### src/hw/rtl/mac_pkg.sv
package mac_pkg;

    // field widths fixed by the stream format
    localparam int IN_PRICE_BITS  = 32;
    localparam int STAMP_BITS     = 64;
    localparam int LEN_BITS       = 9;
    localparam int CFG_INDEX_BITS = 2;

    // register indexes
    localparam logic [CFG_INDEX_BITS-1:0] CFG_SHORT_LENGTH = 2'd0;
    localparam logic [CFG_INDEX_BITS-1:0] CFG_LONG_LENGTH  = 2'd1;

    // register reset values
    localparam logic [LEN_BITS-1:0] RESET_SHORT_LENGTH = 9'd10;
    localparam logic [LEN_BITS-1:0] RESET_LONG_LENGTH  = 9'd50;

    // signal codes
    localparam logic [1:0] SIG_HOLD = 2'd0;
    localparam logic [1:0] SIG_BUY  = 2'd1;
    localparam logic [1:0] SIG_SELL = 2'd2;

    // strength in halves
    localparam logic [1:0] STR_WARM = 2'd0;
    localparam logic [1:0] STR_HALF = 2'd1;
    localparam logic [1:0] STR_FULL = 2'd2;

    // output queue
    localparam int FIFO_DEPTH = 8;
    localparam int FIFO_AW    = 3;

    // item tag that rides along the compare pipeline
    typedef struct packed {
        logic                  valid;
        logic                  live;
        logic [STAMP_BITS-1:0] stamp;
    } mac_tag_t;

    // one result word, signal in the lowest bits
    typedef struct packed {
        logic [STAMP_BITS-1:0] stamp;
        logic [1:0]            strength;
        logic [1:0]            sig;
    } mac_result_t;

endpackage

### src/hw/rtl/mac_cmp.sv
module mac_cmp #(
    parameter int SW = 41,
    parameter int NW = 9
) (
    input  logic                 clk,
    input  logic                 rst_n,
    input  mac_pkg::mac_tag_t    tag,
    input  logic [SW-1:0]        short_total,
    input  logic [SW-1:0]        long_total,
    input  logic [NW-1:0]        long_len,
    input  logic [NW-1:0]        short_cnt,
    output logic                 res_valid,
    output mac_pkg::mac_result_t result
);

    localparam int PW = SW + NW;

    logic [PW-1:0]     prod_s_reg;
    logic [PW-1:0]     prod_l_reg;
    mac_pkg::mac_tag_t tag_reg;

    // cross products: short sum by long length, long sum by short count
    always_ff @(posedge clk)
    begin
        prod_s_reg <= PW'(short_total) * PW'(long_len);
        prod_l_reg <= PW'(long_total) * PW'(short_cnt);
    end

    always_ff @(posedge clk or negedge rst_n)
    begin
        if (!rst_n)
        begin
            tag_reg <= '0;
        end
        else
        begin
            tag_reg <= tag;
        end
    end

    always_comb
    begin
        result.stamp = tag_reg.stamp;
        if (!tag_reg.live)
        begin
            result.sig      = mac_pkg::SIG_HOLD;
            result.strength = mac_pkg::STR_WARM;
        end
        else if (prod_s_reg > prod_l_reg)
        begin
            result.sig      = mac_pkg::SIG_BUY;
            result.strength = mac_pkg::STR_FULL;
        end
        else if (prod_s_reg < prod_l_reg)
        begin
            result.sig      = mac_pkg::SIG_SELL;
            result.strength = mac_pkg::STR_FULL;
        end
        else
        begin
            result.sig      = mac_pkg::SIG_HOLD;
            result.strength = mac_pkg::STR_HALF;
        end
    end

    assign res_valid = tag_reg.valid;

endmodule

### config.mk
export PLATFORM = sky130hd
export DESIGN_NAME = mac_cmp
export DESIGN_NICKNAME = d
export VERILOG_FILES = /design/src/hw/rtl/mac_pkg.sv /design/src/hw/rtl/mac_cmp.sv
export SDC_FILE = /design/constraint.sdc
export NUM_CORES = 2
export LEC_CHECK = 0
export ABC_AREA = 1
export BUFFER_PORTS_ARGS = -buffer_cell sky130_fd_sc_hd__buf_2
export CORE_MARGIN = 5
export CORE_UTILIZATION = 50
export DETAILED_ROUTE_END_ITERATION = 10
export GPL_ROUTABILITY_DRIVEN = 0
export PLACE_DENSITY = 0.8
export SKIP_CTS_REPAIR_TIMING = 1
export SLEW_MARGIN = 20
export SYNTH_ARGS = -nofsm -noshare
export SYNTH_HDL_FRONTEND = slang
export SYNTH_SLANG_ARGS = --single-unit
### constraint.sdc
create_clock -name clk -period 2.2 [get_ports clk]
set_input_delay 0.55 -clock clk [delete_from_list [all_inputs] [get_ports clk]]
set_output_delay 0.55 -clock clk [all_outputs]
set_load 0.005 [all_outputs]
* Word level (Yosys, flattened, before mapping)
Index checks and enable logic that the tools add are counted.
W data, S select, Z words.
** Storage, ports and cells
- Register bits after elaboration :: 166
- Bits of input ports :: 168
- Logic and storage cells :: 12
- Output and inout port bits :: 69
** Cells by class
- $mul :: 2
- Order comparisons :: 2
- Muxes and demuxes :: 3
** Operators with widths (number)
- $mul A41 B9 Y50 :: 2
- $gt A50 B50 Y1 :: 1
- $lt A50 B50 Y1 :: 1
- $mux W4 :: 3

* Longest topological paths before layout
- Depth after elaboration :: 4
- Mapped depth :: 25
- Gate-level depth less buffers :: 23

* Worst setup path after synthesis
OpenSTA, ideal clock, no wires.
- Path kind :: input -> register
- Start point :: input long_len[0]
- End point :: register prod_s_reg[31]
- Setup time :: 0.120 ns
- Setup slack :: -2.302 ns
- Stages :: 20
- Data required time :: 2.080 ns
- Arrival time :: 4.382 ns
- Cell sequence :: clkbuf_1 > clkbuf_1 > nand2_1 > fa_1 > inv_1 > fa_1 > fa_1 > inv_1 > fa_1 > inv_1 > ha_1 > nand2_1 > inv_1 > a21oi_1 > nand2_2 > nand2_1 > nand2_1 > nand3_1 > nand2_1 > xor2_1
** On the way
- Longest elaborated chain between the ends :: 1
** Ends and longest elaborated chain
- start, declared :: RTL line mac_cmp.sv:10 : input logic [NW-1:0] long_len,
- $mul A41 B9 Y50 :: RTL line mac_cmp.sv:25 : prod_s_reg <= PW'(short_total) * PW'(long_len);
- end signal, assigned :: RTL line mac_cmp.sv:25
- end, declared :: RTL line mac_cmp.sv:18 : logic [PW-1:0] prod_s_reg;
No other way between the ends.

* Worst setup path in the final report
- Start point :: input long_len[7]
- End point :: register prod_s_reg[38]
The elaborated chain is that of the path after synthesis.

==> results.toml <==
[layout]
drive_gt1_share_pct = 27.6
regArea_sq_um = 3650
fillCellCount = 4453
final_nets = 5900
syn2layout_area_growth_pct = 31.0
stdcell_count = 5854
multiInputGateArea_sq_um = 24800
largest_reg_flops = 64

[critical_path]
required_ns = 2.50
path_buf_inv = 6
slowest_stage = "fa_1"
max_stage_delay_ns = 0.56
worstSetupEndpointType = "flop"
start_kind = "primary input"
path_delay_family = "adder cells"
path_cells = "buf_16, buf_8, buf_12, nand2_1, inv_1, fa_1, fa_1, fa_1, inv_1, fa_1, inv_1, ha_4, nand2_1, nand2_1, o21bai_1, a21oi_2, nor2_1, nor2_1, nand2_1, nand2_1, nand2_1"
cp_max_fo = 7
critical_path_arrival_ns = 4.78
cp_common_cell = "nand2_1"
critical_path_class = "in2reg"

[place]
io_buffers = 236
pre_cts_slack_ns = -2.49
post-place-cells = 5722
hpwl_um = 72200

[route]
drt_iter0_markers = 2847
wl_per_cell_um = 18.7
drc_errors = 0
first_pass_iters = 8
via_per_inst = 5.26
via_count = 30789
wl_um = 110000
antenna_left = 0

[synth]
synth_top_area_share_pct = 34.6
yosysMostFrequentCell = "nand2_1"
synth_commonest_cells = "1,432 x nand2_1, 1,418 x inv_1, 548 x fa_1, 190 x ha_1, 171 x clkbuf_1"
yosys_warnings = 0
ys_ff_latch = 166
seq_area_frac_synth_pct = 11.5
synthTopCellsByArea = "fa_1 35%, nand2_1 17%, inv_1 17%"
synthArstFlopShare_pct = 39.8
yosys.area.top_type = "fa_1"
avgSynthCellArea_sq_um = 7.01
synth_edf_count = 0
synth_nets = 5432
ys_dominant_reg_cell = "dfxtp_1"
synth_cell_types = 35
syn_inst = 4526
syn-cell-area_sq_um = 31700

[clock_tree]
clk_path_buf_depth = 2
cts.reportedPaths.clkPinSlew_ns = 0.08
cts_inserted_buffers = 17
h-tree-depth = 4
cts-root-buf = "clkbuf_16"
cts_sinks = 166
cts_tree = "built"

[floorplanning]
floorplan.die_area_sq_um = 68600
rows = 92
fp.dieW_um = 262
start_util_pct = 50.4
die_h_um = 262
num_io_pins = 237
fp.coreArea_sq_um = 63000

[sta]
hold_viol = 0
tightestPinTransition_ns = 0.420
slew_headroom_pct = 71.9
rsz0062_at_grt = "yes"
min_period_ns = 4.47
drv_slew = 0
fmax_mhz = 224
setup_viol = 98
finalSetupTns_ns = -172.75
fin_ws_ns = -2.27
period_share_pct = 203

[outcome]
failed_checks = "negative setup slack"
status = "finished, violations left"

[global_route]
grt_max_degree = 67
overflow = 0
antenna_found_initial = 1
grt_first_pass_wirelength_um = 139000
track_usage_pct = 24.6
grt_pass1_vias = 29138

[hold_path]
min_path_type = "in2async"

[job]
maxCapViolations = 0
==> kinds of logic (layout without fill, tap and decap cells) <==
| group | count (synthesis) | count (layout) | share of synthesized area (%) |
|---|---|---|---|
| xor gates and xnor gates | 55 | 55 | 1.52 |
| buffers and inverters | 1659 | 2140 | 20.4 |
| AOI/OAI and AO/OA | 138 | 138 | 2.41 |
| other | 0 | 1 | 0 |
| adders and majority gates | 738 | 738 | 42.0 |
| DFF | 166 | 166 | 11.5 |
| and+or+nand+nor | 1770 | 1770 | 22.1 |
==> worst max-delay path by stage <==
stage	from	end	depth (start not counted)
after detailed placement	long_len[5]	prod_s_reg[18]$_DFF_P_	16
after CTS	long_len[5]	prod_s_reg[43]$_DFF_P_	19
after floorplan	short_cnt[3]	prod_l_reg[47]$_DFF_P_	22
after global placement	long_len[5]	prod_s_reg[18]$_DFF_P_	16
after global routing	long_len[6]	prod_s_reg[33]$_DFF_P_	20
final	long_len[7]	prod_s_reg[38]$_DFF_P_	21
==> placed cells by master, fill, tap and decap left out, types with 10 or more instances in the layout <==
cell       count
o21ai_0       13
ha_1         112
ha_4          75
buf_6         25
nand2_4       87
buf_8         10
nor3_1        11
nand3_2       20
nor2_4        48
clkbuf_16     47
dfrtp_1       66
buf_4        351
nand2_2      189
fa_2          11
nor2_2        39
a21oi_1       50
buf_12        60
nand4_1       17
a21oi_2       29
nand2_1     1164
nor2_1       103
nand3_1       56
nand3b_1      11
inv_2        101
dfxtp_1      100
fa_1         537
buf_2        202
xor2_1        30
o21bai_1      14
inv_1       1315
==> stage by stage <==
step           instance area [sq um]  hold WS, ns  util [%]
5_1_grt                        41600        0.150      66.0
3_5_place_dp                   37600        0.594      59.7
6_report                       41600        0.116      66.0
4_1_cts                        38200        0.122      60.6
2_1_floorplan                  34300        0.254         -
3_3_place_gp                   37600        0.584      59.7
==> cell type report <==
class / count / area share [%]
antenna: 1 / 0.00602
clock buffer: 19 / 1.07
clock inverter: 13 / 0.322
inverter: 1423 / 12.9
multi-input combinational: 2701 / 59.6
sequential: 166 / 8.79
tap: 846 / 2.55
timing repair buffer: 685 / 14.8
==> layer usage <==
metal	routed length (um)	track usage (%)	vias up
met5	0	0	-
met2	51400	42.7	2060
met4	8630	7.64	0
met3	11900	2.79	746
li1	-	-	13413
met1	37700	32.4	14570
Power is not shown: default switching activity piles up to over one toggle a cycle in this logic, so the estimate is an artifact.
