### src/hw/rtl/mac_pkg.sv
package mac_pkg;

    // field widths fixed by the stream format
    localparam int IN_PRICE_BITS  = 32;
    localparam int STAMP_BITS     = 64;
    localparam int LEN_BITS       = 9;
    localparam int CFG_INDEX_BITS = 2;

    // register indexes
    localparam logic [CFG_INDEX_BITS-1:0] CFG_SHORT_LENGTH = 2'd0;
    localparam logic [CFG_INDEX_BITS-1:0] CFG_LONG_LENGTH  = 2'd1;

    // register reset values
    localparam logic [LEN_BITS-1:0] RESET_SHORT_LENGTH = 9'd10;
    localparam logic [LEN_BITS-1:0] RESET_LONG_LENGTH  = 9'd50;

    // signal codes
    localparam logic [1:0] SIG_HOLD = 2'd0;
    localparam logic [1:0] SIG_BUY  = 2'd1;
    localparam logic [1:0] SIG_SELL = 2'd2;

    // strength in halves
    localparam logic [1:0] STR_WARM = 2'd0;
    localparam logic [1:0] STR_HALF = 2'd1;
    localparam logic [1:0] STR_FULL = 2'd2;

    // output queue
    localparam int FIFO_DEPTH = 8;
    localparam int FIFO_AW    = 3;

    // item tag that rides along the compare pipeline
    typedef struct packed {
        logic                  valid;
        logic                  live;
        logic [STAMP_BITS-1:0] stamp;
    } mac_tag_t;

    // one result word, signal in the lowest bits
    typedef struct packed {
        logic [STAMP_BITS-1:0] stamp;
        logic [1:0]            strength;
        logic [1:0]            sig;
    } mac_result_t;

endpackage

### src/hw/rtl/mac_fifo.sv
module mac_fifo (
    input  logic                       clk,
    input  logic                       rst_n,
    input  logic                       push,
    input  mac_pkg::mac_result_t       push_data,
    output logic                       out_valid,
    input  logic                       out_ready,
    output mac_pkg::mac_result_t       out_data,
    output logic [mac_pkg::FIFO_AW:0]  count
);

    mac_pkg::mac_result_t            buf_mem [mac_pkg::FIFO_DEPTH];
    logic [mac_pkg::FIFO_AW-1:0]     wr_ptr_reg;
    logic [mac_pkg::FIFO_AW-1:0]     wr_ptr_next;
    logic [mac_pkg::FIFO_AW-1:0]     rd_ptr_reg;
    logic [mac_pkg::FIFO_AW-1:0]     rd_ptr_next;
    logic [mac_pkg::FIFO_AW:0]       count_reg;
    logic [mac_pkg::FIFO_AW:0]       count_next;
    logic                            pop;

    assign pop = out_valid && out_ready;

    always_comb
    begin
        wr_ptr_next = push ? wr_ptr_reg + 1'b1 : wr_ptr_reg;
        rd_ptr_next = pop ? rd_ptr_reg + 1'b1 : rd_ptr_reg;
        count_next  = count_reg + {{mac_pkg::FIFO_AW{1'b0}}, push}
                                - {{mac_pkg::FIFO_AW{1'b0}}, pop};
    end

    always_ff @(posedge clk)
    begin
        if (push)
        begin
            buf_mem[wr_ptr_reg] <= push_data;
        end
    end

    always_ff @(posedge clk or negedge rst_n)
    begin
        if (!rst_n)
        begin
            wr_ptr_reg <= '0;
            rd_ptr_reg <= '0;
            count_reg  <= '0;
        end
        else
        begin
            wr_ptr_reg <= wr_ptr_next;
            rd_ptr_reg <= rd_ptr_next;
            count_reg  <= count_next;
        end
    end

    assign out_valid = (count_reg != '0);
    assign out_data  = buf_mem[rd_ptr_reg];
    assign count     = count_reg;

endmodule

### config.mk
export PLATFORM = sky130hd
export DESIGN_NAME = mac_fifo
export DESIGN_NICKNAME = d
export VERILOG_FILES = /design/src/hw/rtl/mac_pkg.sv /design/src/hw/rtl/mac_fifo.sv
export SDC_FILE = /design/constraint.sdc
export NUM_CORES = 1
export LEC_CHECK = 0
export BUFFER_PORTS_ARGS = -buffer_cell sky130_fd_sc_hd__clkbuf_2
export CAP_MARGIN = 40
export CORE_MARGIN = 2
export CORE_UTILIZATION = 54
export CTS_CLUSTER_DIAMETER = 200
export DETAILED_ROUTE_END_ITERATION = 6
export MAX_ROUTING_LAYER = met4
export PLACE_DENSITY = 0.75
export SYNTH_ARGS = -nofsm -noshare
export SYNTH_HDL_FRONTEND = slang
export SYNTH_SLANG_ARGS = --single-unit
### constraint.sdc
create_clock -name clk -period 5.6 [get_ports clk]
set_input_delay 0.84 -clock clk [delete_from_list [all_inputs] [get_ports clk]]
set_output_delay 0.84 -clock clk [all_outputs]
set_load 0.01 [all_outputs]
Yosys cells after proc, flatten, opt, wreduce, memory -nomap -nowiden
Memory sizes are Yosys's and may differ from the RTL's. Cells that the tools add are included.

Register bits after elaboration: 10. RAM bits: 544. Input bits: 72. Output and inout port bits: 73. Memories kept: 1.

$add $sub $neg: 4. Muxes and demuxes: 2. Reductions and logical operators: 2.

Memory list: buf_mem (words 8, width 68, read ports 1, clocked after Yosys merged registers in 0, write ports 1, line mac_fifo.sv:12) `mac_pkg::mac_result_t buf_mem [mac_pkg::FIFO_DEPTH];`.

Operators with widths (count): adder 3 x 1 -> 3 bit (second input constant) (2); adder 4 x 1 -> 4 bit (1); nonzero test 4 bit (1); subtractor 4 x 1 -> 4 bit (1); 2-to-1 mux 1 bit (2); logical AND 1 bit (1).

Depth between registers and ports, before layout
Depth in word-level cells: 3. Mapped depth: 11. Mapped depth without buffers: 11.

Least setup slack after synthesis
No wires, ideal clock.

Path kind: in2reg. Start: input port push. End: memory buf_mem[0][0] (netlist name) (enable). Library setup time: 0.578 ns. Arrival: 5.553 ns. Required time: 5.022 ns. Path slack: -0.530 ns. Cell stages on the path: 2. Path through: nand2b_1 nor3_1.

Cells in the longest elaborated chain, start to end: 2.

RTL lines: from (decl) (line mac_fifo.sv:4) `input logic push,`; 2-to-1 mux 1 bit (line mac_fifo.sv:33) `if (push)`; 2-to-1 mux 1 bit (not written as such) (line mac_fifo.sv:35) `buf_mem[wr_ptr_reg] <= push_data;`; to (decl) (line mac_fifo.sv:12).

No other way between the ends.

==> run summary <==
Area post-placement -> 22400 µm²
Post-synth cell types -> 22
CP Buf/Inv Count -> 2
Clock Path Buffers -> 3
Htree depth -> 2
Residual DRC -> 0
CP Class -> flip-flop to output port
GP Congestion -> 0.682
Die H -> 201 µm
DPL Wire Length -> 20.0 mm
Post-synth top area share -> 0.779
Busiest layer in global routing -> met2
Post-CTS sizing -> 0
DRT Wirelength -> 38.2 mm
Post-Syn Area per Cell -> 25.0 µm²
Ys Warns -> 0
Post-CTS Hold Buffers -> 0
Antenna violation net count after detailed routing -> 0
Syn Std Cell Area -> 21000 µm²
Class of the worst hold path -> input port to async pin
Port Buffers -> 144
Die area -> 40400 µm²
Pins Over Slew Limit -> 0
Unrepaired setup endpoints after global routing -> no
Synth area leader -> edfxtp_1
Total negative slack -> 0 ns
Vias -> 9075
Design area -> 24000 µm²
Power Density -> 519 nW/µm²
Worst-margin pin slew -> 0.944 ns
Final Hold Vio Count -> 0
Initial drt markers -> 635
Post-CTS setup buffer count -> 0
Cell at the slowest stage of the critical path -> dfrtp_4
Routing usage on met2 -> 0.326
Total GRT Usage -> 0.202
Status -> finished clean
Die Wd -> 201 µm
IO Pins -> 145
Slew HR -> 0.371
CTS Buf Count -> 53
Syn_nets -> 920
Global-route wire length before repair -> 58.6 mm
Core area -> 38500 µm²
Peak supply drop -> 0.000505 V
Critical path startpoint category -> flip-flop
Register area share after synthesis -> 0.791
Drt pass-1 iters -> 5
Fmax -> 274 MHz
Largest net degree at the start of global routing -> 138
Grt met1 use -> 0.266
Global-route track usage on met3 -> 0.0391
Leakage -> 7.86 nW
TritonCTS Sinks -> 554
Setup crit end kind -> output port
Vias in the first global route -> 9792
GRT overflow -> 0
Layout area overhead -> 14.5%
DR WL/cell -> 24.2 µm
Synth top area cells -> edfxtp_1, mux4_2, mux2_2
Max_cap viols -> 0
Sequence of cells on the critical path -> buf_12, mux4_2, mux2_2, clkbuf_2
Clock skew -> 0.0168 ns
Critical path fanouts, max -> 72
TritonCTS clock tree -> yes
Layout cells sized above 1 -> 0.422
Row cnt -> 72
Fin crit share -> 0.651
Seq cells post-synth -> 554
WP data arrival -> 2.81 ns
Drt via density -> 5.73
CP required -> 4.76 ns
Root buffer cell -> clkbuf_16
Initial antenna violation count -> 3
Slowest stage delay, CP -> 0.61 ns
Top delay family on crit path -> multiplexers
Clock transition at the registers of the reported paths -> 0.06 ns
Nets -> 1101
Post-Syn Instances -> 840
Max reg flops -> 544
Starting density of the core -> 0.545
Count of final setup violators -> 0
Clock Latency Late Sink -> 0.59 ns
Fin crit period -> 3.65 ns
-- Yosys cell counts --
cell / number
edfxtp_1: 544
mux4_2: 136
mux2_2: 70
buf_1: 11
buf_6: 11
dfrtp_1: 10
inv_1: 9
ha_1: 7
buf_2: 6
clkbuf_1: 6
nor2_1: 6
buf_4: 4
nand2_1: 4
xnor2_1: 4
nand2b_1: 3
nor3_1: 2
xor2_1: 2
a21o_1: 1
a21oi_1: 1
fa_1: 1
nand3_1: 1
or3b_2: 1
-- metrics by stage --
stage               hold WS (ns)  worst slack [ns]  utilization  cells  power, W
floorplan                  0.521              1.29            -    840   0.00814
global placement           0.537              2.52        0.582   1482   0.00926
detailed placement         0.548              2.52        0.583   1484   0.00933
CTS                        0.102              1.88        0.624   1580    0.0126
global route               0.124              1.77        0.624   1583    0.0130
finish                     0.123              1.95        0.624   1583    0.0125
-- final timing paths --
| check | from | to | slack [ns] | cells past startpoint |
|---|---|---|---|---|
| worst max-delay path | rd_ptr_reg[0] | out_data[28] | 1.95 | 4 |
| worst min-delay path | rst_n | wr_ptr_reg[2] | 0.12 | 1 |
| worst max register to register | count[2] | count[2] | 3.11 | 11 |
| worst min register to register | wr_ptr_reg[1] | wr_ptr_reg[1] | 0.57 | 1 |
| max in group asynchronous | rst_n | rd_ptr_reg[1] | 5.23 | 1 |
| min in group clk | push_data[14] | buf_mem[0][14] | 0.53 | 1 |
-- layer usage --
layer	wire [µm]	share of wire
met5	0	0
met4	726	0.019
met3	1950	0.051
met2	19100	0.50
met1	16400	0.43
-- layout by cell type (no fill, tap or decap), types with 3 or more instances in the layout --
cell type  synthesis  layout
buf_12             0       7
buf_4              4      13
bufinv_16          0       3
clkbuf_1           6      17
clkbuf_16          0      53
clkbuf_2           0     144
clkinv_1           0      13
clkinv_2           0       6
dfrtp_1           10       7
dfrtp_4            0       3
diode_2            0       3
edfxtp_1         544     544
ha_1               7       7
inv_1              9       9
mux2_2            70      70
mux4_2           136     136
nand2_1            4       4
nand2b_1           3       3
nor2_4             0       6
xnor2_1            4       4
-- cell families after synthesis --
family,Yosys count,share of synthesized area
AO/OA/AOI/OAI,2,0.000597
adder cells (fa/ha/maj),8,0.00513
buffers and inverters,47,0.0134
AND/OR/NAND/NOR,17,0.00382
XOR/XNOR,6,0.00251
multiplexers,206,0.184
flip-flops,554,0.791
-- layout make-up --
cell class	count	area, µm²
timing repair buffer	164	958
inverter	9	33.8
antenna	3	7.51
multi-input combinational	239	4170
clock buffer	70	1390
clock inverter	26	201
tap	518	648
fill	2594	14500
sequential	554	16600
-- worst reg2reg max path, cell delays in order (launching register included) --
cell and delay [ns]:
dfrtp_1 0.39, inv_1 0.08, ha_1 0.13, or3b_2 0.50, nand2_1 0.15, inv_1 0.06, ha_1 0.27, inv_1 0.05
ha_1 0.15, inv_1 0.06, fa_1 0.40, xnor2_1 0.13
-- power breakdown --
part | internal [W] | total [W] | switching (W)
combinational | 0.00182 | 0.00370 | 0.00188
clock | 0.00188 | 0.00329 | 0.00141
sequential | 0.00522 | 0.00546 | 0.000243
total | 0.00891 | 0.0125 | 0.00354
(Power assumes the default switching activity.)
